### src/hdl/omwp_pkg.sv
// ----------------------------------------------------------------------------
// omwp_pkg
// Shared types and constants of the omni-wheel move planner.
// ----------------------------------------------------------------------------
package omwp_pkg;

  // 0.866025 as unsigned Q0.16
  localparam logic [16:0] COS30 = 17'd56756;
  // 0.1 step in units of 2^-32 step
  localparam logic [31:0] THRESH = 32'd429496730;
  // 1.0 in Q16.8
  localparam logic [23:0] FLOOR_Q8 = 24'd256;
  localparam logic [24:0] SHARE_ONE = 25'h1000000;

  // configuration register indexes
  localparam logic [2:0] REG_XS = 3'd0;
  localparam logic [2:0] REG_YS = 3'd1;
  localparam logic [2:0] REG_SD = 3'd2;
  localparam logic [2:0] REG_DG = 3'd3;
  localparam logic [2:0] REG_G3 = 3'd4;
  localparam logic [2:0] REG_TS = 3'd5;
  localparam logic [2:0] REG_TA = 3'd6;

  // multiplier operations
  localparam logic [3:0] OP_XK = 4'd0;  // xs * cos30
  localparam logic [3:0] OP_XG = 4'd1;  // xs * third wheel gain
  localparam logic [3:0] OP_GY = 4'd2;  // drift gain * ys
  localparam logic [3:0] OP_TX = 4'd3;  // dx * (xs * cos30)
  localparam logic [3:0] OP_T3 = 4'd4;  // dx * (xs * g3)
  localparam logic [3:0] OP_DY = 4'd5;  // dy * ys
  localparam logic [3:0] OP_DD = 4'd6;  // |dx| * (dg * ys)
  localparam logic [3:0] OP_DR = 4'd7;  // dr * sd
  localparam logic [3:0] OP_SP = 4'd8;  // share * top speed
  localparam logic [3:0] OP_AC = 4'd9;  // share * top accel

  typedef struct packed {
    logic       load;
    logic       clr;
    logic       mul_go;
    logic [3:0] mul_op;
    logic [1:0] wheel;
    logic       find_max;
    logic       div_start;
    logic       div_step;
    logic       div_store;
    logic       out_load;
  } cmd_t;

  typedef struct packed {
    logic below;
  } sts_t;

endpackage

### src/hdl/omwp_ctrl.sv
// ----------------------------------------------------------------------------
// omwp_ctrl
// Sequencer: multiply schedule, max search, share division, scaling, output.
// ----------------------------------------------------------------------------
module omwp_ctrl (
  input  logic          clk,
  input  logic          rst,
  input  logic          in_valid,
  output logic          in_ready,
  output logic          out_valid,
  input  logic          out_ready,
  input  omwp_pkg::sts_t sts,
  output omwp_pkg::cmd_t cmd
);

  localparam logic [3:0] S_IDLE   = 4'd0;
  localparam logic [3:0] S_MUL    = 4'd1;
  localparam logic [3:0] S_DRAIN  = 4'd2;
  localparam logic [3:0] S_MAX    = 4'd3;
  localparam logic [3:0] S_CHECK  = 4'd4;
  localparam logic [3:0] S_DIVI   = 4'd5;
  localparam logic [3:0] S_DIVS   = 4'd6;
  localparam logic [3:0] S_DIVQ   = 4'd7;
  localparam logic [3:0] S_SCALE  = 4'd8;
  localparam logic [3:0] S_SDRAIN = 4'd9;
  localparam logic [3:0] S_DONE   = 4'd10;

  logic [3:0] state, state_next;
  logic [4:0] cnt, cnt_next;
  logic [1:0] wheel, wheel_next;
  logic       out_load;

  assign in_ready = (state == S_IDLE);
  assign out_load = cmd.out_load;

  always_comb begin
    state_next = state;
    cnt_next   = cnt;
    wheel_next = wheel;
    cmd        = '0;
    cmd.wheel  = wheel;
    case (state)
      S_IDLE: begin
        if (in_valid) begin
          cmd.load   = 1'b1;
          cmd.clr    = 1'b1;
          cnt_next   = '0;
          state_next = S_MUL;
        end
      end
      S_MUL: begin
        cmd.mul_go = 1'b1;
        cmd.mul_op = cnt[3:0];
        cnt_next   = cnt + 5'd1;
        if (cnt[3:0] == omwp_pkg::OP_DR) state_next = S_DRAIN;
      end
      S_DRAIN: state_next = S_MAX;
      S_MAX: begin
        cmd.find_max = 1'b1;
        state_next   = S_CHECK;
      end
      S_CHECK: begin
        wheel_next = '0;
        state_next = sts.below ? S_DONE : S_DIVI;
      end
      S_DIVI: begin
        cmd.div_start = 1'b1;
        cnt_next      = '0;
        state_next    = S_DIVS;
      end
      S_DIVS: begin
        cmd.div_step = 1'b1;
        cnt_next     = cnt + 5'd1;
        if (cnt == 5'd23) state_next = S_DIVQ;
      end
      S_DIVQ: begin
        cmd.div_store = 1'b1;
        if (wheel == 2'd2) begin
          cnt_next   = '0;
          state_next = S_SCALE;
        end else begin
          wheel_next = wheel + 2'd1;
          state_next = S_DIVI;
        end
      end
      S_SCALE: begin
        cmd.mul_go = 1'b1;
        cmd.mul_op = cnt[0] ? omwp_pkg::OP_AC : omwp_pkg::OP_SP;
        cmd.wheel  = cnt[2:1];
        cnt_next   = cnt + 5'd1;
        if (cnt == 5'd5) state_next = S_SDRAIN;
      end
      S_SDRAIN: state_next = S_DONE;
      S_DONE: begin
        // hold until the output register is free
        if (!out_valid || out_ready) begin
          cmd.out_load = 1'b1;
          state_next   = S_IDLE;
        end
      end
      default: state_next = S_IDLE;
    endcase
  end

  always_ff @(posedge clk) begin
    if (rst) begin
      state     <= S_IDLE;
      cnt       <= '0;
      wheel     <= '0;
      out_valid <= 1'b0;
    end else begin
      state <= state_next;
      cnt   <= cnt_next;
      wheel <= wheel_next;
      if (out_load) out_valid <= 1'b1;
      else if (out_ready) out_valid <= 1'b0;
    end
  end

endmodule

### config.mk
export PLATFORM = sky130hd
export DESIGN_NAME = omwp_ctrl
export DESIGN_NICKNAME = d
export VERILOG_FILES = /design/src/hdl/omwp_pkg.sv /design/src/hdl/omwp_ctrl.sv
export SDC_FILE = /design/constraint.sdc
export NUM_CORES = 1
export LEC_CHECK = 0
export ABC_AREA = 1
export BUFFER_PORTS_ARGS = -buffer_cell sky130_fd_sc_hd__buf_2
export CAP_MARGIN = 30
export CORE_MARGIN = 4
export CORE_UTILIZATION = 50
export CTS_BUF_LIST = sky130_fd_sc_hd__clkbuf_16
export CTS_CLUSTER_DIAMETER = 80
export DETAILED_ROUTE_END_ITERATION = 10
export PLACE_DENSITY = 0.78
export SKIP_LAST_GASP = 1
export SYNTH_ARGS = -nofsm -noshare
export SYNTH_HDL_FRONTEND = slang
export SYNTH_SLANG_ARGS = --single-unit
### constraint.sdc
create_clock -name clk -period 2.1 [get_ports clk]
set_input_delay 0.105 -clock clk [delete_from_list [all_inputs] [get_ports clk]]
set_output_delay 0.105 -clock clk [all_outputs]
set_load 0.02 [all_outputs]
==> results of run 1 <==
[tightest hold or removal path: cells and delay by family]
family | cells | cell delay [ns]
and+or+nand+nor | 3 | 0.18
buffers and inverters | 1 | 0.07
[cell families (layout without fill, tap and decap cells)]
kind of cell	Yosys count	count (layout)
adder cells (fa/ha/maj)	3	3
flip-flops	12	12
AO/OA/AOI/OAI	22	22
buffers and inverters	29	47
XOR/XNOR	1	1
AND/OR/NAND/NOR	79	79
[layout make-up]
| cell class | count | area (sq um) |
|---|---|---|
| Clock buffer | 3 | 75.1 |
| Fill cell | 154 | 639 |
| Inverter | 24 | 90.1 |
| Multi-Input combinational cell | 105 | 532 |
| Sequential cell | 12 | 240 |
| Tap cell | 25 | 31.3 |
| Timing Repair Buffer | 20 | 100 |
[worst min-delay path by stage]
stage / endpoint / slack [ns]
final: out_valid$_SDFFE_PP0P_ / 0.17
after global routing: out_valid$_SDFFE_PP0P_ / 0.21
after CTS: out_valid$_SDFFE_PP0P_ / 0.18
after detailed placement: out_valid$_SDFFE_PP0P_ / 0.42
after global placement: out_valid$_SDFFE_PP0P_ / 0.42
after floorplan: out_valid$_SDFFE_PP0P_ / 0.32
[routing by layer]
| layer | up-vias | global-route usage | wire length [microns] | share of wire |
|---|---|---|---|---|
| li1 | 491 | - | - | - |
| met1 | 423 | 0.250 | 973 | 0.44 |
| met2 | 33 | 0.363 | 1010 | 0.45 |
| met3 | 7 | 0.0267 | 177 | 0.080 |
| met4 | 0 | 0.0807 | 59 | 0.027 |
| met5 | - | 0 | 0 | 0 |
[per-stage QoR]
stage	util	hold WS, ns
CTS	0.626	0.178
global route	0.626	0.208
floorplan	-	0.323
global placement	0.582	0.421
finish	0.626	0.172
detailed placement	0.582	0.422
[flip-flops by register name, summed over array words and instances (netlist names)]
register / flops
wheel: 2
cnt: 5
out_valid: 1
state: 4
[cells in the mapped netlist, types with 2 or more instances]
master,n,area share
nand2_1,31,0.13
inv_1,21,0.088
nor2_1,19,0.080
dfxtp_1,12,0.27
o21ai_0,10,0.056
nand3_1,9,0.050
a21oi_1,8,0.045
nor2_2,6,0.042
nand2_2,5,0.035
ha_1,3,0.042
inv_2,3,0.013
buf_4,2,0.017
nor2_4,2,0.025
nor3_1,2,0.011
or2_2,2,0.014
[power by group through the flow]
stage	Combinational, mW	Clock [mW]	Sequential [mW]
floorplan	0.525	0	0.310
global placement	0.609	0	0.338
detailed placement	0.621	0	0.344
CTS	0.630	0.344	0.340
global route	0.721	0.356	0.347
finish	0.630	0.345	0.340
==> flow_summary.toml, run 1 <==
[setup_path]
worstSetupEndpointType = "flip-flop"
rr_endpoint = "cnt[1]$_SDFFE_PP0P_"
cp_slowest_stage_delay_ns = 0.50
crit_fanout = 8
critPathLaunch = "state[1]$_SDFFE_PP0P_"
crit_family = "simple AND/OR/NAND/NOR gates"
reg2reg_depth = 8
arrival_ns = 1.68
crit_end = "cnt[1]$_SDFFE_PP0P_"
cpMostUsedCell = "nand2_2"
regToRegSetupSlack_ns = 0.58
cp.depth = 8
crit_chain = "nor2_2 -> nand2_2 -> nand2_2 -> nor2_2 -> nand2_1 -> nand2_2 -> nand2_1 -> a21oi_1"
crit_buf_inv = 0
reg2reg_from = "state[1]$_SDFFE_PP0P_"
cp-start-kind = "flip-flop"
required_ns = 2.26
crit_type = "reg2reg"
crit_path_top_delay_cell = "dfxtp_1"

[status]
status = "completed"

[floorplan]
design.core.area_sq_um = 1710
fp-row-count = 15
initial_core_util = 0.525
die_h_microns = 50.3
num_io_pins = 21
die-area_sq_um = 2530
die_w_microns = 50.3

[sta]
worst_slack_ns = 0.576
relSlewSlack = 0.783
rsz0062_at_grt = "no"
clock_skew_ns = 0.00203
worstMarginPinSlew_ns = 0.325
fin_crit_ns = 1.52
fin_crit_sh = 0.726
hold_viol_final = 0
fin_tns_setup_ns = 0
setup_viol = 0
final_max_slew_viol_count = 0
fmax_mhz = 656

[synth]
postSynth.asyncResetShare = 0
synth_nets = 154
synthXorXnorAreaFrac = 0.00978
yosysWarningCount = 0
ys_types = 26
synth_top_family_by_area = "simple AND/OR/NAND/NOR gates"
synthAdderAreaFrac = 0.0419
syn-instance-count = 146
synth_flop_cell = "dfxtp_1"
synth-edff-count = 0
yosys.area_share.simple = 0.412
seq_area_frac_synth = 0.268
synth_compound_area_frac = 0.130
synthesis.area_sq_um = 896
avgSynthCellArea_sq_um = 6.14
muxShareOfSynthArea = 0
ys_ff_latch = 12

[global_route]
grtUsageTotal = 0.206
grt_pass1_vias = 960
grt_pass1_wl_microns = 4050
grt_max_degree = 11
overflow = 0
antenna_found_initial = 0

[cts]
h-tree-depth = 1
cts.sinks = 12
root_buffer = "clkbuf_16"
cts_resized = 0
post_cts_buffers = 0
cts.clk_slew.worst_paths_ns = 0.04
cts_buffer_depth = 2
hold_buffers = 0
insertion_delay_ns = 0.24
cts_tree = "yes"
numCtsBuffers = 3

[finish]
final_common_cell = "nand2_1"
fin_area_sq_um = 1070
antenna_cells = 0
drive_above_1_share = 0.256
instances_no_fill = 189
area_growth_pct = 19.3
layout_common_cells = "nand2_1 (31), inv_1 (21), buf_2 (20)"
final_nets = 174

[placement]
pre_cts_ws_ns = 0.604
portBuffers = 20
placed_area_sq_um = 993
dp.cells = 186
gp_congestion = 0.838
hpwl_microns = 1750

[worst_hold_path]
whs_path_depth = 4
hp-start = "out_ready"
hp-class = "in2reg"

[route]
route.vias.total = 954
wl_microns = 2220
routedWlPerCell_microns = 11.8
viasPerCell = 5.05
drt_iter0_drc = 45
ant_nets = 0
first_pass_iters = 4
drc = 0

[pwr]
power.density_nw_per_um2 = 1230
p_switching_uw = 598
finalPower_mw = 1.32
pwr-share-clk = 0.263
p_comb_frac = 0.479
ir_drop_uv = 847
p_sw_frac = 0.455
seqPwrFrac = 0.258
p_leak_nw = 0.523
internal_power_uw = 717

[run]
maxCapViolCount = 0
Note: power is estimated with default switching activity, not from simulation.
==> run 2, diff against run 1 <==
==> constraint.sdc (replaced) <==
create_clock -name clk -period 1.57 [get_ports clk]
set_input_delay 0.0785 -clock clk [delete_from_list [all_inputs] [get_ports clk]]
set_output_delay 0.0785 -clock clk [all_outputs]
set_load 0.02 [all_outputs]
==> run 2 against run 1 <==
Effect of this change: core utilization rose by 0.59 points; cell count is 0.53% higher; sequential power rose by 33%; register-to-register slack got worse by 0.42 ns; first-iteration DRC count grew 8.9%; worst hold slack lost 0.011 ns; sequential share of layout area about the same; clock power rose by 33%; non-clock buffer count grew 1; die area stayed put; highest routed layer unchanged.
==> flow_summary.toml, run 2 (same netlist as run 1, synthesis figures left out) <==
[worst_hold_path]
hp-class = "in2reg"

[route]
routedWlPerCell_microns = 12.2
first_pass_iters = 4
wl_microns = 2330
ant_nets = 0
route.vias.total = 986
drt_iter0_drc = 49
drc = 0
viasPerCell = 5.19

[finish]
drive_above_1_share = 0.273
fin_area_sq_um = 1080
final_nets = 175
largest_reg_flops = 5
final_common_cell = "nand2_1"
area_growth_pct = 20.4
layout_common_cells = "nand2_1 (31), inv_1 (21), buf_2 (20)"
reg_top3 = "cnt (5), state (4), wheel (2)"
antenna_cells = 0
largest_register = "cnt"

[floorplan]
die-area_sq_um = 2530
fp-row-count = 15
design.core.area_sq_um = 1710
num_io_pins = 21
initial_core_util = 0.525
die_h_microns = 50.3
die_w_microns = 50.3

[sta]
fin_crit_sh = 0.994
worstMarginPinSlew_ns = 0.293
final_max_slew_viol_count = 0
hold_viol_final = 0
rsz0062_at_grt = "yes"
clock_skew_ns = 0.000419
setup_viol = 0
relSlewSlack = 0.805
fin_crit_ns = 1.56
hold_slack_ns = 0.161
fmax_mhz = 641

[setup_path]
cp-start-kind = "flip-flop"
rr_endpoint = "cnt[2]$_SDFFE_PP0P_"
reg2reg_depth = 8
crit_fanout = 7
required_ns = 1.49
critPathLaunch = "state[3]$_SDFFE_PP0P_"
reg2reg_from = "state[2]$_SDFFE_PP0P_"
crit_end = "cmd[7]"
worstSetupEndpointType = "output port"
arrival_ns = 1.48
crit_type = "reg2out"
regToRegSetupSlack_ns = 0.16

[global_route]
overflow = 0
antenna_found_initial = 0
grt_pass1_vias = 936
grt_max_degree = 11
grtUsageTotal = 0.205
grt_pass1_wl_microns = 4060

[status]
status = "completed"

[pwr]
pwr-share-clk = 0.256
p_comb_frac = 0.493
p_leak_nw = 0.529
internal_power_uw = 979
ir_drop_uv = 937
p_sw_frac = 0.456
seqPwrFrac = 0.251
power.density_nw_per_um2 = 1670
p_switching_uw = 819

[cts]
cts_tree = "yes"
root_buffer = "clkbuf_16"
cts.clk_slew.worst_paths_ns = 0.04
cts_buffer_depth = 2
numCtsBuffers = 3
hold_buffers = 0
cts.sinks = 12
h-tree-depth = 1
insertion_delay_ns = 0.24

[placement]
placed_area_sq_um = 1000
portBuffers = 20
hpwl_microns = 1720
gp_congestion = 0.871

[run]
maxCapViolCount = 0
[run 2: changes by cell type in the layout (fill, tap and decap cells not counted)]
cell,change
buf_4,+1
dfxtp_1,-2
dfxtp_2,+2
[run 2: layout make-up]
type                    count  area, sq um
well taps                  25         31.3
multi-input cells         105          532
clock buffers               3         75.1
fillers                   145          629
repair buffers             21          108
inverters                  24         90.1
flip-flops and latches     12          243
[run 2: through the flow]
step,TNS [ns],power (mW),worst slack (ns),cells,utilization
floorplan,0,1.12,0.261,146,-
global placement,0,1.29,0.191,187,0.586
detailed placement,0,1.30,0.166,187,0.586
CTS,0,1.78,0.0490,190,0.630
global route,-0.0618,1.93,-0.0618,190,0.632
finish,0,1.80,0.00939,190,0.632
[run 2: how the worst min path moves through the flow]
| stage | startpoint | endpoint | slack [ns] | cells after the start |
|---|---|---|---|---|
| global route | rst | out_valid$_SDFFE_PP0P_ | 0.18 | 2 |
| floorplan | out_ready | out_valid$_SDFFE_PP0P_ | 0.30 | 3 |
| detailed placement | rst | wheel[1]$_SDFFE_PP0P_ | 0.40 | 2 |
| finish | rst | wheel[1]$_SDFFE_PP0P_ | 0.16 | 2 |
| CTS | rst | wheel[1]$_SDFFE_PP0P_ | 0.16 | 2 |
| global placement | rst | out_valid$_SDFFE_PP0P_ | 0.39 | 2 |
[run 2: per-layer routing]
layer  vias to the layer above  part of all wire  global-route usage
met5                         -                 0                   0
met4                         0             0.020              0.0762
met3                         4             0.077              0.0356
met2                        46              0.47               0.352
met1                       441              0.43               0.254
li1                        495                 -                   -
[run 2: critical path, stage by stage (launching register included)]
cell and delay (ns):
dfxtp_1 0.39, inv_2 0.08, nor2_2 0.16, nand2_2 0.13, nand2_2 0.12, inv_1 0.05, nor2_1 0.12, buf_2 0.19
[run 2: what timing repair did]
| action | 4_1_cts | 5_1_grt |
|---|---|---|
| resized for setup | 0 | 2 |
| setup endpoints to repair | 0 | 5 |
| setup buffers | 0 | 0 |
[run 2: power groups by stage]
| stage | Clock [mW] | Sequential (mW) | Combinational (mW) |
|---|---|---|---|
| final | 0.460 | 0.452 | 0.887 |
| after CTS | 0.463 | 0.444 | 0.872 |
| after global placement | 0 | 0.443 | 0.845 |
| after global routing | 0.484 | 0.460 | 0.991 |
| after detailed placement | 0 | 0.444 | 0.857 |
| after floorplan | 0 | 0.415 | 0.703 |
==> run 3, diff against run 2 <==
--- a/config.mk
+++ b/config.mk
@@ -13,6 +13,7 @@
 export CTS_BUF_LIST = sky130_fd_sc_hd__clkbuf_16
 export CTS_CLUSTER_DIAMETER = 80
 export DETAILED_ROUTE_END_ITERATION = 10
+export MAX_ROUTING_LAYER = met4
 export PLACE_DENSITY = 0.78
 export SKIP_LAST_GASP = 1
 export SYNTH_ARGS = -nofsm -noshare
==> run 3 against run 2 <==
Effect of this change: non-clock buffer count did not move; sequential share of layout area unchanged; register-to-register slack better by 0.02 ns; critical path type unchanged; largest cell class unchanged; highest routed layer unchanged.
==> flow_summary.toml, run 3 (same netlist as run 1, synthesis figures left out) <==
[status]
status = "completed"

[finish]
layout_common_cells = "nand2_1 (31), inv_1 (21), buf_2 (20)"
final_core_util = 0.632
area_growth_pct = 20.4
largest_register = "cnt"
largest_reg_flops = 5
final_common_cell = "nand2_1"
drive_above_1_share = 0.273
final_nets = 175
antenna_cells = 0
nFillCells = 145
reg_top3 = "cnt (5), state (4), wheel (2)"

[setup_path]
crit_type = "reg2out"
arrival_ns = 1.48
critPathLaunch = "state[3]$_SDFFE_PP0P_"
reg2reg_depth = 9
regToRegSetupSlack_ns = 0.18
required_ns = 1.49
crit_fanout = 7
worstSetupEndpointType = "output port"
reg2reg_from = "state[1]$_SDFFE_PP0P_"
crit_end = "cmd[7]"
rr_endpoint = "cnt[1]$_SDFFE_PP0P_"
cp-start-kind = "flip-flop"

[pwr]
p_sw_frac = 0.456
finalPower_mw = 1.80
seqPwrFrac = 0.251
p_comb_frac = 0.492
p_switching_uw = 820
power.density_nw_per_um2 = 1670
ir_drop_uv = 934
internal_power_uw = 979
pwr-share-clk = 0.257
p_leak_nw = 0.529

[sta]
final_max_slew_viol_count = 0
relSlewSlack = 0.806
rsz0062_at_grt = "yes"
clock_skew_ns = 0.000625
fin_crit_sh = 0.993
fmax_mhz = 641
hold_viol_final = 0
hold_slack_ns = 0.162
worstMarginPinSlew_ns = 0.291
setup_viol = 0
fin_crit_ns = 1.56

[cts]
cts.clk_slew.worst_paths_ns = 0.04
hold_buffers = 0
cts_resized = 0
h-tree-depth = 1
cts_buffer_depth = 2
numCtsBuffers = 3
cts.sinks = 12
cts_tree = "yes"
insertion_delay_ns = 0.24
root_buffer = "clkbuf_16"
post_cts_buffers = 0

[global_route]
grtUsageTotal = 0.211
grt_pass1_wl_microns = 4060
antenna_found_initial = 0
grt_max_degree = 11
overflow = 0
grt_pass1_vias = 937

[floorplan]
die_h_microns = 50.3
die-area_sq_um = 2530
die_w_microns = 50.3
num_io_pins = 21
initial_core_util = 0.525
design.core.area_sq_um = 1710
fp-row-count = 15

[route]
viasPerCell = 5.19
first_pass_iters = 4
wl_microns = 2310
drt_iter0_drc = 56
ant_nets = 0
drc = 0
routedWlPerCell_microns = 12.1
route.vias.total = 987

[run]
maxCapViolCount = 0

[placement]
hpwl_microns = 1720
portBuffers = 20
gp_congestion = 0.885

[worst_hold_path]
hp-class = "in2reg"
whs_path_depth = 2
run 3: routing by layer:
metal,vias up,share of wire,track usage
met5,-,0,-
met1,444,0.44,0.256
met2,41,0.46,0.352
met4,0,0.034,0.0762
met3,8,0.070,0.0326
li1,494,-,-
run 3: through the flow:
step,TNS (ns),area [sq um],instances,worst slack (ns)
5_1_grt,-0.0618,1080,190,-0.0618
4_1_cts,0,1080,190,0.0490
3_5_place_dp,0,1000,187,0.166
2_1_floorplan,0,896,146,0.261
6_report,0,1080,190,0.0106
3_3_place_gp,0,1000,187,0.191
run 3: final cells by class:
cell class	count	area [sq um]	area share
clock buffer	3	75.1	0.0696
inverter	24	90.1	0.0835
multi-input combinational	105	532	0.493
sequential	12	243	0.225
tap	25	31.3	0.0290
timing repair buffer	21	108	0.0998
run 3: power by group through the flow:
stage	Combinational [mW]	Clock (mW)	Sequential [mW]
detailed placement	0.857	0	0.444
global placement	0.845	0	0.443
finish	0.886	0.463	0.452
global route	0.991	0.484	0.460
floorplan	0.703	0	0.415
CTS	0.872	0.463	0.444
run 3: critical path: stages, from the launching register on:
cell and delay, ns:
dfxtp_1 0.39, inv_2 0.08, nor2_2 0.16, nand2_2 0.13, nand2_2 0.12, inv_1 0.06
nor2_1 0.12, buf_2 0.18
run 3: how the worst min path moves through the flow:
stage | start | slack, ns | end
2_1_floorplan | out_ready | 0.30 | out_valid$_SDFFE_PP0P_
3_3_place_gp | rst | 0.39 | out_valid$_SDFFE_PP0P_
3_5_place_dp | rst | 0.40 | wheel[1]$_SDFFE_PP0P_
4_1_cts | rst | 0.16 | wheel[1]$_SDFFE_PP0P_
5_1_grt | rst | 0.18 | out_valid$_SDFFE_PP0P_
6_report | rst | 0.16 | wheel[1]$_SDFFE_PP0P_
